### src/fcd_pkg.sv
// Shared types, constants and the FNV-1a multiply for the frame classifier.
// No dependencies; every other file in src/ imports this package.
package fcd_pkg;

    // Duplicate ring geometry
    localparam int RING_ENTRIES = 8;
    localparam int RING_IDX_W   = (RING_ENTRIES > 1) ? $clog2(RING_ENTRIES) : 1;

    // Field widths
    localparam int CMD_W    = 8;
    localparam int HASH_W   = 32;
    localparam int TIME_W   = 32;
    localparam int WINDOW_W = 16;
    localparam int KEY_W    = 2 * CMD_W + HASH_W;

    // FNV-1a 32-bit
    localparam logic [HASH_W-1:0] FNV_BASIS = 32'd2166136261;

    // Command byte decode
    localparam logic [CMD_W-1:0] TYPE_MASK      = 8'hE0;
    localparam logic [CMD_W-1:0] SUBS_MASK      = 8'h1F;
    localparam logic [CMD_W-1:0] TYPE_ASYNC_REQ = 8'h40;
    localparam logic [CMD_W-1:0] TYPE_SYNC_RSP  = 8'h60;
    localparam logic [CMD_W-1:0] SUBS_SYS       = 8'h01;
    localparam logic [CMD_W-1:0] SUBS_ZDO       = 8'h05;
    localparam logic [CMD_W-1:0] RESET_IND_CMD  = 8'h80;

    // Configuration register map
    localparam int CFG_IDX_W = 3;
    localparam logic [CFG_IDX_W-1:0] CFG_WINDOW = 3'd0;
    localparam logic [CFG_IDX_W-1:0] CFG_SCOPE_A = 3'd1;
    localparam logic [CFG_IDX_W-1:0] CFG_SCOPE_B = 3'd2;
    localparam logic [CFG_IDX_W-1:0] CFG_SCOPE_C = 3'd3;
    localparam logic [CFG_IDX_W-1:0] CFG_SCOPE_D = 3'd4;

    localparam logic [WINDOW_W-1:0] WINDOW_RESET  = 16'd200;
    localparam logic [CMD_W-1:0]    SCOPE_A_RESET = 8'd130;
    localparam logic [CMD_W-1:0]    SCOPE_B_RESET = 8'd132;
    localparam logic [CMD_W-1:0]    SCOPE_C_RESET = 8'd133;
    localparam logic [CMD_W-1:0]    SCOPE_D_RESET = 8'd202;

    typedef enum logic [2:0] {
        ROUTE_RESPONSE  = 3'd0,
        ROUTE_RESET_IND = 3'd1,
        ROUTE_DISPATCH  = 3'd2,
        ROUTE_DUPLICATE = 3'd3,
        ROUTE_UNEXPECTED = 3'd4
    } route_t;

    // Top -> ring scan request
    typedef struct packed {
        logic                start;
        logic [KEY_W-1:0]    key;
        logic [TIME_W-1:0]   now;
        logic [WINDOW_W-1:0] window;
    } ring_cmd_t;

    // Ring -> top scan result
    typedef struct packed {
        logic done;
        logic dup;
    } ring_sts_t;

    // Multiply by the FNV prime 16777619 = 2^24 + 0x193, as a shift-add.
    function automatic logic [HASH_W-1:0] fnv_mul(input logic [HASH_W-1:0] x);
        fnv_mul = (x << 24) + (x << 8) + (x << 7) + (x << 4) + (x << 1) + x;
    endfunction

endpackage

### src/frame_classifier_with_dedup_core.sv
// Top level of the frame classifier with windowed duplicate filter.
// Depends on fcd_pkg, fcd_hash and fcd_ring.
//
//  Channel  Dir  Handshake              Contents
//  s_       in   s_tvalid / s_tready    one payload byte of a command frame
//  m_       out  m_tvalid / m_tready    route and payload hash, one per frame
//  cfg_     in   cfg_valid / cfg_ready  register index and write data
//
// A payload byte is taken in S_IDLE and folded into the hash in S_HASH,
// and s_tready stays low until the fold is done. The frame-end byte of an
// in-scope request adds a ring scan through the shared compare unit, in
// which the record store reads one entry per cycle; other frame ends skip it.
// A finished result waits in the output register; the next frame's bytes
// are taken meanwhile, and only a new result stalls on m_tready.
// Reset is synchronous on aresetn low and empties the ring at once.
module frame_classifier_with_dedup_core import fcd_pkg::*; (
    input  logic                 aclk,
    input  logic                 aresetn,
    // Input stream
    input  logic                 s_tvalid,
    output logic                 s_tready,
    input  logic [55:0]          s_tdata,   // cmd_high[7:0], cmd_low[15:8],
                                            // payload_byte[23:16], now_ms[55:24]
    input  logic                 s_tlast,   // frame_end
    input  logic                 s_tuser,   // byte_present
    // Result stream
    output logic                 m_tvalid,
    input  logic                 m_tready,
    output logic [39:0]          m_tdata,   // route[2:0], payload_hash[34:3], zeros
    // Configuration writes
    input  logic                 cfg_valid,
    output logic                 cfg_ready,
    input  logic [CFG_IDX_W-1:0] cfg_index,
    input  logic [15:0]          cfg_data
);

    typedef enum logic [1:0] {
        S_IDLE,
        S_HASH,
        S_SCAN,
        S_EMIT
    } state_t;

    state_t state_reg;

    // Configuration registers
    logic [WINDOW_W-1:0] window_reg;
    logic [CMD_W-1:0]    scope_a_reg;
    logic [CMD_W-1:0]    scope_b_reg;
    logic [CMD_W-1:0]    scope_c_reg;
    logic [CMD_W-1:0]    scope_d_reg;

    // Captured input transfer
    logic [CMD_W-1:0]  cmd_high_reg;
    logic [CMD_W-1:0]  cmd_low_reg;
    logic [CMD_W-1:0]  payload_reg;
    logic [TIME_W-1:0] now_reg;
    logic              present_reg;
    logic              last_reg;

    // Frame result under construction and output register
    logic [HASH_W-1:0] frame_hash_reg;
    route_t            route_reg;
    logic              m_valid_reg;
    route_t            m_route_reg;
    logic [HASH_W-1:0] m_hash_reg;

    logic [HASH_W-1:0] hash_out;
    logic              hash_step;
    logic [CMD_W-1:0]  frame_type;
    logic [CMD_W-1:0]  frame_subs;
    logic              in_scope;
    logic              need_scan;
    route_t            class_route;
    logic              out_free;
    ring_cmd_t         ring_cmd;
    ring_sts_t         ring_sts;

    assign s_tready  = (state_reg == S_IDLE);
    assign cfg_ready = 1'b1;
    assign m_tvalid  = m_valid_reg;
    assign m_tdata   = {5'b0, m_hash_reg, m_route_reg};
    assign out_free  = !m_valid_reg || m_tready;

    // Fold the held byte into the hash in the cycle after the transfer
    assign hash_step = (state_reg == S_HASH);

    fcd_hash u_hash (
        .aclk         (aclk),
        .aresetn      (aresetn),
        .step_en      (hash_step),
        .data_byte    (payload_reg),
        .byte_present (present_reg),
        .frame_end    (last_reg),
        .hash_out     (hash_out)
    );

    // Classify by the type bits of cmd0; only in-scope ZDO requests are scanned
    assign frame_type = cmd_high_reg & TYPE_MASK;
    assign frame_subs = cmd_high_reg & SUBS_MASK;
    assign in_scope   = (cmd_low_reg == scope_a_reg) || (cmd_low_reg == scope_b_reg)
                     || (cmd_low_reg == scope_c_reg) || (cmd_low_reg == scope_d_reg);
    assign need_scan  = (frame_type == TYPE_ASYNC_REQ) && (frame_subs == SUBS_ZDO) && in_scope;

    always_comb begin
        if (frame_type == TYPE_SYNC_RSP) begin
            class_route = ROUTE_RESPONSE;
        end else if (frame_type == TYPE_ASYNC_REQ) begin
            if ((frame_subs == SUBS_SYS) && (cmd_low_reg == RESET_IND_CMD)) begin
                class_route = ROUTE_RESET_IND;
            end else begin
                class_route = ROUTE_DISPATCH;
            end
        end else begin
            class_route = ROUTE_UNEXPECTED;
        end
    end

    assign ring_cmd.start  = hash_step && last_reg && need_scan;
    assign ring_cmd.key    = {cmd_high_reg, cmd_low_reg, hash_out};
    assign ring_cmd.now    = now_reg;
    assign ring_cmd.window = window_reg;

    fcd_ring u_ring (
        .aclk    (aclk),
        .aresetn (aresetn),
        .cmd     (ring_cmd),
        .sts     (ring_sts)
    );

    // Configuration writes; unknown indexes are dropped
    always_ff @(posedge aclk) begin
        if (!aresetn) begin
            window_reg  <= WINDOW_RESET;
            scope_a_reg <= SCOPE_A_RESET;
            scope_b_reg <= SCOPE_B_RESET;
            scope_c_reg <= SCOPE_C_RESET;
            scope_d_reg <= SCOPE_D_RESET;
        end else if (cfg_valid && cfg_ready) begin
            case (cfg_index)
                CFG_WINDOW:  window_reg  <= cfg_data;
                CFG_SCOPE_A: scope_a_reg <= cfg_data[CMD_W-1:0];
                CFG_SCOPE_B: scope_b_reg <= cfg_data[CMD_W-1:0];
                CFG_SCOPE_C: scope_c_reg <= cfg_data[CMD_W-1:0];
                CFG_SCOPE_D: scope_d_reg <= cfg_data[CMD_W-1:0];
                default: ;
            endcase
        end
    end

    // Sequencer and output register
    always_ff @(posedge aclk) begin
        if (!aresetn) begin
            state_reg   <= S_IDLE;
            m_valid_reg <= 1'b0;
        end else begin
            // Retire the held result once the sink takes it; in S_EMIT the
            // emit below owns the output register
            if (m_valid_reg && m_tready && (state_reg != S_EMIT)) begin
                m_valid_reg <= 1'b0;
            end
            case (state_reg)
                S_IDLE: begin
                    if (s_tvalid) begin
                        cmd_high_reg <= s_tdata[7:0];
                        cmd_low_reg  <= s_tdata[15:8];
                        payload_reg  <= s_tdata[23:16];
                        now_reg      <= s_tdata[55:24];
                        present_reg  <= s_tuser;
                        last_reg     <= s_tlast;
                        state_reg    <= S_HASH;
                    end
                end
                S_HASH: begin
                    frame_hash_reg <= hash_out;
                    route_reg      <= class_route;
                    if (!last_reg) begin
                        state_reg <= S_IDLE;
                    end else if (need_scan) begin
                        state_reg <= S_SCAN;
                    end else begin
                        state_reg <= S_EMIT;
                    end
                end
                S_SCAN: begin
                    if (ring_sts.done) begin
                        route_reg <= ring_sts.dup ? ROUTE_DUPLICATE : ROUTE_DISPATCH;
                        state_reg <= S_EMIT;
                    end
                end
                S_EMIT: begin
                    // Hold until the output register is free
                    if (out_free) begin
                        m_valid_reg <= 1'b1;
                        m_route_reg <= route_reg;
                        m_hash_reg  <= frame_hash_reg;
                        state_reg   <= S_IDLE;
                    end
                end
                default: begin
                    state_reg <= S_IDLE;
                end
            endcase
        end
    end

endmodule

### src/fcd_hash.sv
// Running FNV-1a hash accumulator, one payload byte per step.
// Depends on fcd_pkg (basis and shift-add prime multiply).
module fcd_hash import fcd_pkg::*; (
    input  logic              aclk,
    input  logic              aresetn,
    input  logic              step_en,
    input  logic [CMD_W-1:0]  data_byte,
    input  logic              byte_present,
    input  logic              frame_end,
    output logic [HASH_W-1:0] hash_out
);

    logic [HASH_W-1:0] hash_reg;

    // Hash including the byte of this step
    assign hash_out = byte_present
                    ? fnv_mul(hash_reg ^ {{(HASH_W-CMD_W){1'b0}}, data_byte})
                    : hash_reg;

    always_ff @(posedge aclk) begin
        if (!aresetn) begin
            hash_reg <= FNV_BASIS;
        end else if (step_en) begin
            hash_reg <= frame_end ? FNV_BASIS : hash_out;
        end
    end

endmodule

### src/fcd_ring.sv
// Duplicate ring: record storage plus one shared key/window compare unit
// that walks the entries one per cycle. Depends on fcd_pkg.
module fcd_ring import fcd_pkg::*; (
    input  logic      aclk,
    input  logic      aresetn,
    input  ring_cmd_t cmd,
    output ring_sts_t sts
);

    localparam logic [RING_IDX_W-1:0] RING_LAST = RING_IDX_W'(RING_ENTRIES - 1);

    logic [KEY_W+TIME_W-1:0] mem [RING_ENTRIES];
    logic [RING_ENTRIES-1:0] valid_reg;
    logic [RING_IDX_W-1:0]   head_reg;
    logic [RING_IDX_W-1:0]   rd_idx_reg;
    logic                    issuing_reg;
    logic                    cmp_valid_reg;
    logic                    cmp_last_reg;
    logic                    dup_reg;
    logic                    done_reg;
    logic                    dup_out_reg;
    logic [KEY_W-1:0]        key_reg;
    logic [TIME_W-1:0]       now_reg;
    logic [WINDOW_W-1:0]     window_reg;
    logic [KEY_W+TIME_W-1:0] rd_entry_reg;
    logic                    rd_valid_reg;

    logic [TIME_W-1:0] age;
    logic              hit;
    logic              dup_any;
    logic              wr_en;

    assign age     = now_reg - rd_entry_reg[TIME_W-1:0];
    assign hit     = rd_valid_reg && (rd_entry_reg[KEY_W+TIME_W-1:TIME_W] == key_reg)
                  && (age < {{(TIME_W-WINDOW_W){1'b0}}, window_reg});
    assign dup_any = dup_reg | hit;
    assign wr_en   = cmp_valid_reg && cmp_last_reg && !dup_any;

    assign sts.done = done_reg;
    assign sts.dup  = dup_out_reg;

    // Scan control and head pointer
    always_ff @(posedge aclk) begin
        if (!aresetn) begin
            valid_reg     <= '0;
            head_reg      <= '0;
            rd_idx_reg    <= '0;
            issuing_reg   <= 1'b0;
            cmp_valid_reg <= 1'b0;
            cmp_last_reg  <= 1'b0;
            dup_reg       <= 1'b0;
            done_reg      <= 1'b0;
            dup_out_reg   <= 1'b0;
        end else begin
            done_reg      <= cmp_valid_reg && cmp_last_reg;
            cmp_valid_reg <= issuing_reg;
            cmp_last_reg  <= issuing_reg && (rd_idx_reg == RING_LAST);
            if (cmd.start) begin
                issuing_reg <= 1'b1;
                rd_idx_reg  <= '0;
                dup_reg     <= 1'b0;
                key_reg     <= cmd.key;
                now_reg     <= cmd.now;
                window_reg  <= cmd.window;
            end else if (issuing_reg) begin
                rd_idx_reg <= rd_idx_reg + 1'b1;
                if (rd_idx_reg == RING_LAST) begin
                    issuing_reg <= 1'b0;
                end
            end
            if (cmp_valid_reg) begin
                dup_reg <= dup_any;
                if (cmp_last_reg) begin
                    dup_out_reg <= dup_any;
                end
            end
            // A record made at time zero stays empty, but the head still moves
            if (wr_en) begin
                valid_reg[head_reg] <= (now_reg != '0);
                head_reg <= (head_reg == RING_LAST) ? '0 : head_reg + 1'b1;
            end
        end
    end

    // Record storage: one write port at the head, one registered read port
    always_ff @(posedge aclk) begin
        rd_entry_reg <= mem[rd_idx_reg];
        rd_valid_reg <= valid_reg[rd_idx_reg];
        if (wr_en) begin
            mem[head_reg] <= {key_reg, now_reg};
        end
    end

endmodule

### config.mk
export PLATFORM = sky130hd
export DESIGN_NAME = frame_classifier_with_dedup_core
export DESIGN_NICKNAME = d
export VERILOG_FILES = /design/src/fcd_pkg.sv /design/src/frame_classifier_with_dedup_core.sv /design/src/fcd_hash.sv /design/src/fcd_ring.sv
export SDC_FILE = /design/constraint.sdc
export NUM_CORES = 1
export LEC_CHECK = 0
export BUFFER_PORTS_ARGS = -buffer_cell sky130_fd_sc_hd__buf_2
export CAP_MARGIN = 25
export CORE_UTILIZATION = 60
export CTS_BUF_LIST = sky130_fd_sc_hd__clkbuf_8
export DETAILED_ROUTE_END_ITERATION = 16
export GPL_ROUTABILITY_DRIVEN = 0
export PLACE_DENSITY = 0.8
export SYNTH_ARGS = -nofsm -noshare
export SYNTH_HDL_FRONTEND = slang
export SYNTH_HIERARCHICAL = 1
export SYNTH_SLANG_ARGS = --single-unit
### constraint.sdc
create_clock -name aclk -period 20.8 [get_ports aclk]
set_input_delay 4.16 -clock aclk [delete_from_list [all_inputs] [get_ports aclk]]
set_output_delay 4.16 -clock aclk [all_outputs]
set_load 0.03 [all_outputs]
# Yosys cells after proc, flatten, opt, wreduce, memory -nomap -nowiden
# Memories as Yosys holds them, arrays and structs flattened. A register that Yosys moved wholly into a read port is not among the register bits.
# Index checks and enable logic that the tools add are counted.
# op_classes
addsub,8
mul,0
n_div,0
order_cmp,4
n_eq_ne,23
n_shift,0
n_mux,30
bitwise,3
reduce_logical,37
# op_table
cell,count
$add 32x32->32,5
$mux 32,2
$eq 48x48->1,1
$eq 8x8->1,4
$lt 32x16->1,1
$reduce_bool 32->1,1
$sub 32x32->32,1
$xor 32x8->32,1
$reduce_and 2->1,8
$mux 1,14
$logic_and 1x1->1,13
$eq 3x2->1 const B,4
$mux 3,4
$reduce_and 3->1,4
$mux 2,5
$eq 3x3->1 const B,3
$bwmux 8,1
$eq 8x8->1 const B,1
$lt 3x4->1 const B,2
$pmux 2 s4,1
$add 3x1->3 const B,2
$ne 2x2->1 const B,3
$pmux 3 s2,1
$eq 5x1->1 const B,1
other kinds (16),22
# word_totals
reg_bits,328
latchBits,0
ramBits,640
romBits,0
input_bits,82
output_inout_bits,43
word_cells,137
n_memories,1
# memory_table
memory,words,word_bits,rd,rd_clocked_by_memory_dff,write_ports,line_no,text
u_ring.mem,8,80,1,1,1,fcd_ring.sv:12,logic [KEY_W+TIME_W-1:0] mem [RING_ENTRIES];

# Depth between registers and ports, before layout
# depth
ltp_word,8
depth_mapped,21
ltp_nobuf,20

# By module
# Netlist, hierarchy kept.
# by_module_without_submodules
mod,n_inst,cells_each,area_per_inst_um2,seq_area_each_um2
fcd_ring,1,1655,32364.8,24123.1
frame_classifier_with_dedup_core,1,449,6403.6,4864.7
fcd_hash,1,623,5510.3,640.6

# Worst setup path before layout
# OpenSTA, ideal clock, no wires.
# synth_timing
path_kind,reg-to-reg
start,register u_ring.now_reg[4]
end,"memory u_ring/mem[7][0] in the netlist's numbering, enable pin"
setup_time_ns,0.519
arrival_ns,6.756
t_required_ns,20.281
slack_ns,13.525
stages_incl_launch_ff,18
n_path_buf,1
period_less_slack_ns,7.275
path_cell_list,edfxtp_1 > ha_1 > and2_4 > a221oi_4 > a211oi_2 > o21ai_0 > nand2_1 > xor2_1 > ha_1 > nand4_1 > nor3_1 > o21ai_0 > o221ai_2 > or4_1 > or4_1 > buf_2 > nand2_1 > nor2_1
# synth_between
elab_chain_len,8
# synth_lines
element,line_no,text
start: declaration,fcd_ring.sv:23,logic [TIME_W-1:0] now_reg;
start signal: assignment,fcd_ring.sv:63,now_reg <= cmd.now;
$sub 32x32->32,fcd_ring.sv:33,assign age = now_reg - rd_entry_reg[TIME_W-1:0];
$lt 32x16->1,fcd_ring.sv:35,"&& (age < {{(TIME_W-WINDOW_W){1'b0}}, window_reg});"
$logic_and 1x1->1,fcd_ring.sv:35,
$or 1x1->1,fcd_ring.sv:36,assign dup_any = dup_reg | hit;
$logic_not 1->1,fcd_ring.sv:37,assign wr_en = cmp_valid_reg && cmp_last_reg && !dup_any;
$logic_and 1x1->1,fcd_ring.sv:37,
$mux 1,fcd_ring.sv:89,if (wr_en) begin
$mux 1 (implied by the code),fcd_ring.sv:90,"mem[head_reg] <= {key_reg, now_reg};"
end: declaration,fcd_ring.sv:12,
# Every way passes these cells.

# Worst setup path in the final report
# layout_timing
start,register u_ring.now_reg[4]
end,"memory u_ring/mem[4][7] in the netlist's numbering, enable pin"
# Same word-level chain as after synthesis.

==> impl_metrics.tcl <==
set metrics [dict create \
    maxCapViolations 0 \
    outcome "finished, final reports clean" \
    cp_cell_sequence "ha_1 > and2_4 > a221oi_4 > a211oi_2 > o21ai_0 > nand2_1 > xor2_1 > ha_1 > nand2b_1 > a2111oi_0 > nand4b_1 > nor4_1 > o2111ai_1 > or4_1 > or4_1 > nand2_1 > nor2_4 > buf_12 > buf_4" \
    ir_drop_v 0.0004834 \
    nets 3203 \
    hold_violations 0 \
    yosysSeqAreaShare_pct 66.91 \
    core_mm2 0.07296 \
    grt.overflow.total 0 \
    port_buffers 118 \
    cp_slowest_stage_delay_ps 730 \
    final_common_cell "edfxtp_1" \
    syn_avg_cell_area_um2 16.24 \
    cp_slowest_cell "or4_1" \
    post_drt_wl_per_cell_um 23.32 \
    yosysUniqueCellTypes 95 \
    timing.fmax_ghz 0.1521 \
    largest_reg_flops 640 \
    fillCellCount 4688 \
    clock_sinks 1048 \
    end_kind "flop" \
    ctsHoldBuffers 0 \
    synth-compound-area-share_pct 5.013 \
    synth-adder-area-share_pct 6.652 \
    fp.dieH_um 273.7 \
    cts_tree "done" \
    htreeDepth 4 \
    drtIter0Drc 2083 \
    synth.area.mux_share_pct 10.95 \
    clockRootBuffer "clkbuf_8" \
    critical_path.max_fanout 50 \
    tns_ps 0 \
    grt_max_degree 98 \
    post_synth_xor_area_fraction_pct 2.690 \
    leakagePower_nw 17.51 \
    fin_crit_sh_pct 31.60 \
    report.power.total_mw 6.304 \
    syn-cell-area_mm2 0.04428 \
    period_minus_slack_ps 6573 \
    dieWidth_um 273.7 \
    grt_util_all_layers_pct 25.83 \
    firstDrtPassIters 5 \
    ioPinCount 125 \
    clockBufferDepth 3 \
    grt_pass1_vias 25490 \
    synth_top_family_by_area "multiplexers" \
    cp-start-kind "flop" \
    max_slew_margin_pct 28.47 \
    ant_nets 0 \
    rsz0062_at_grt "false" \
    cts_made_buffers 162 \
    r2r_setup_slack_ps 14230 \
    worstMarginPinSlew_ps 1073 \
    initial_core_util_pct 60.69 \
    row_count 99 \
    synthArstFlopShare_pct 0 \
    route.detailed.vias_per_inst 6.023 \
    post_cts_resize_count 0 \
    critPathArrivalTime_ps 7010 \
    antenna_found_initial 1 \
    ys_seq_elements 1048 \
    crit_required_ps 21240 \
    criticalPathCategory "reg2reg" \
    synth_edf_count 864 \
    clkLatencyLatePin_ps 830 \
    layout_common_cells "edfxtp_1, inv_1, nand2_1, clkbuf_8, dfxtp_1" \
    postCtsSetupRepairBufs 0 \
    drive_above_1_share_pct 21.72 \
    yosys.area_share.simple_pct 4.917 \
    drc 0 \
    fin_worst_skew_ps 37.03 \
    grt_pass1_wl_um 145400 \
    setup_viol 0 \
    ys_warn_count 6 \
    maxSlewViolCount 0 \
    dpl.hpwl_um 58930 \
    synthToLayoutAreaGrowth_pct 11.07 \
    dr_total_vias 24300 \
    syn_inst 2727 \
    power_density_mw_per_mm2 128.2 \
    ys.flop_type "edfxtp_1" \
    holdCritPathClass "reg2reg" \
    routed_wl_um 94080 \
    die-area_mm2 0.07489 \
    path_clk_slew_ps 60 \
]
per-layer routing:
| layer | global-route usage [%] | wire (um) | share of wire (%) |
|---|---|---|---|
| met5 | 0 | 0 | 0 |
| met4 | 11.06 | 3150 | 3.3 |
| met3 | 4.070 | 6321 | 6.7 |
| met2 | 42.57 | 47150 | 50 |
| met1 | 34.34 | 37460 | 40 |
synthesized netlist by cell type, drive strengths merged (26+ instances only):
cell | count | area [um^2]
nand2 | 198 | 743.2
nor2 | 73 | 274.0
fa | 79 | 1582
a21o | 26 | 195.2
a21oi | 67 | 339.1
nor4 | 26 | 162.7
xnor2 | 67 | 586.8
edfxtp | 864 | 25940
buf | 40 | 247.7
a21boi | 43 | 322.8
dfxtp | 184 | 3684
xor2 | 69 | 604.3
clkbuf | 69 | 259.0
mux4 | 162 | 3649
inv | 200 | 750.7
ha | 109 | 1364
nand3 | 34 | 170.2
mux2 | 95 | 1070
o21ai | 56 | 284.0
final cells by class:
cell class | instances | area [um^2] | share of cell area [%]
well taps | 959 | 1200 | 2.440
inverters | 201 | 754.5 | 1.534
clock inverters | 124 | 714.4 | 1.453
repair buffers | 147 | 885.9 | 1.801
clock buffers | 182 | 2505 | 5.093
diodes | 1 | 2.502 | 0.005088
multi-input cells | 1373 | 13480 | 27.41
flip-flops and latches | 1048 | 29640 | 60.27
stage by stage:
step	worst slack [ps]	cells	hold slack, ps	utilization [%]	area [um^2]
after floorplan	13520	2731	400.3	-	44290
after global placement	13930	3722	402.8	62.83	45840
after detailed placement	13810	3724	404.5	62.89	45880
after CTS	14260	4030	413.4	67.30	49100
after global routing	13960	4035	424.9	67.41	49180
final	14230	4035	411.1	67.41	49180
kinds of logic after synthesis:
logic type | count (synthesis)
mux | 270
compound gates | 322
other cells | 2
simple gates | 451
fa+ha+maj | 188
flops | 1048
xor+xnor | 136
buf+inv | 310
critical path: cells and delay by family (launching register included):
family / cells / cell delay (ps)
and+or+nand+nor: 9 / 2830
AOI/OAI and AO/OA: 5 / 1390
adders and majority gates: 2 / 630
buffers and inverters: 2 / 590
DFF: 1 / 530
xor gates and xnor gates: 1 / 160
path summary, 6_finish.rpt:
check / cells past startpoint / start / to
max: 19 / u_ring/now_reg[4]$_DFFE_PP_ / u_ring/mem[4][7]$_DFFE_PP_
min: 0 / frame_hash_reg[12]$_DFFE_PP_ / m_hash_reg[12]$_DFFE_PP_
max reg2reg: 19 / u_ring/now_reg[4]$_DFFE_PP_ / u_ring/mem[4][7]$_DFFE_PP_
min reg2reg: 0 / frame_hash_reg[12]$_DFFE_PP_ / m_hash_reg[12]$_DFFE_PP_
power breakdown:
part           switching [mW]  internal (mW)  total [mW]
logic                    1.37          0.843        2.21
registers              0.0369           2.39        2.42
clock network           0.796          0.875        1.67
total                    2.20           4.10        6.30
(Power assumes the default switching activity.)
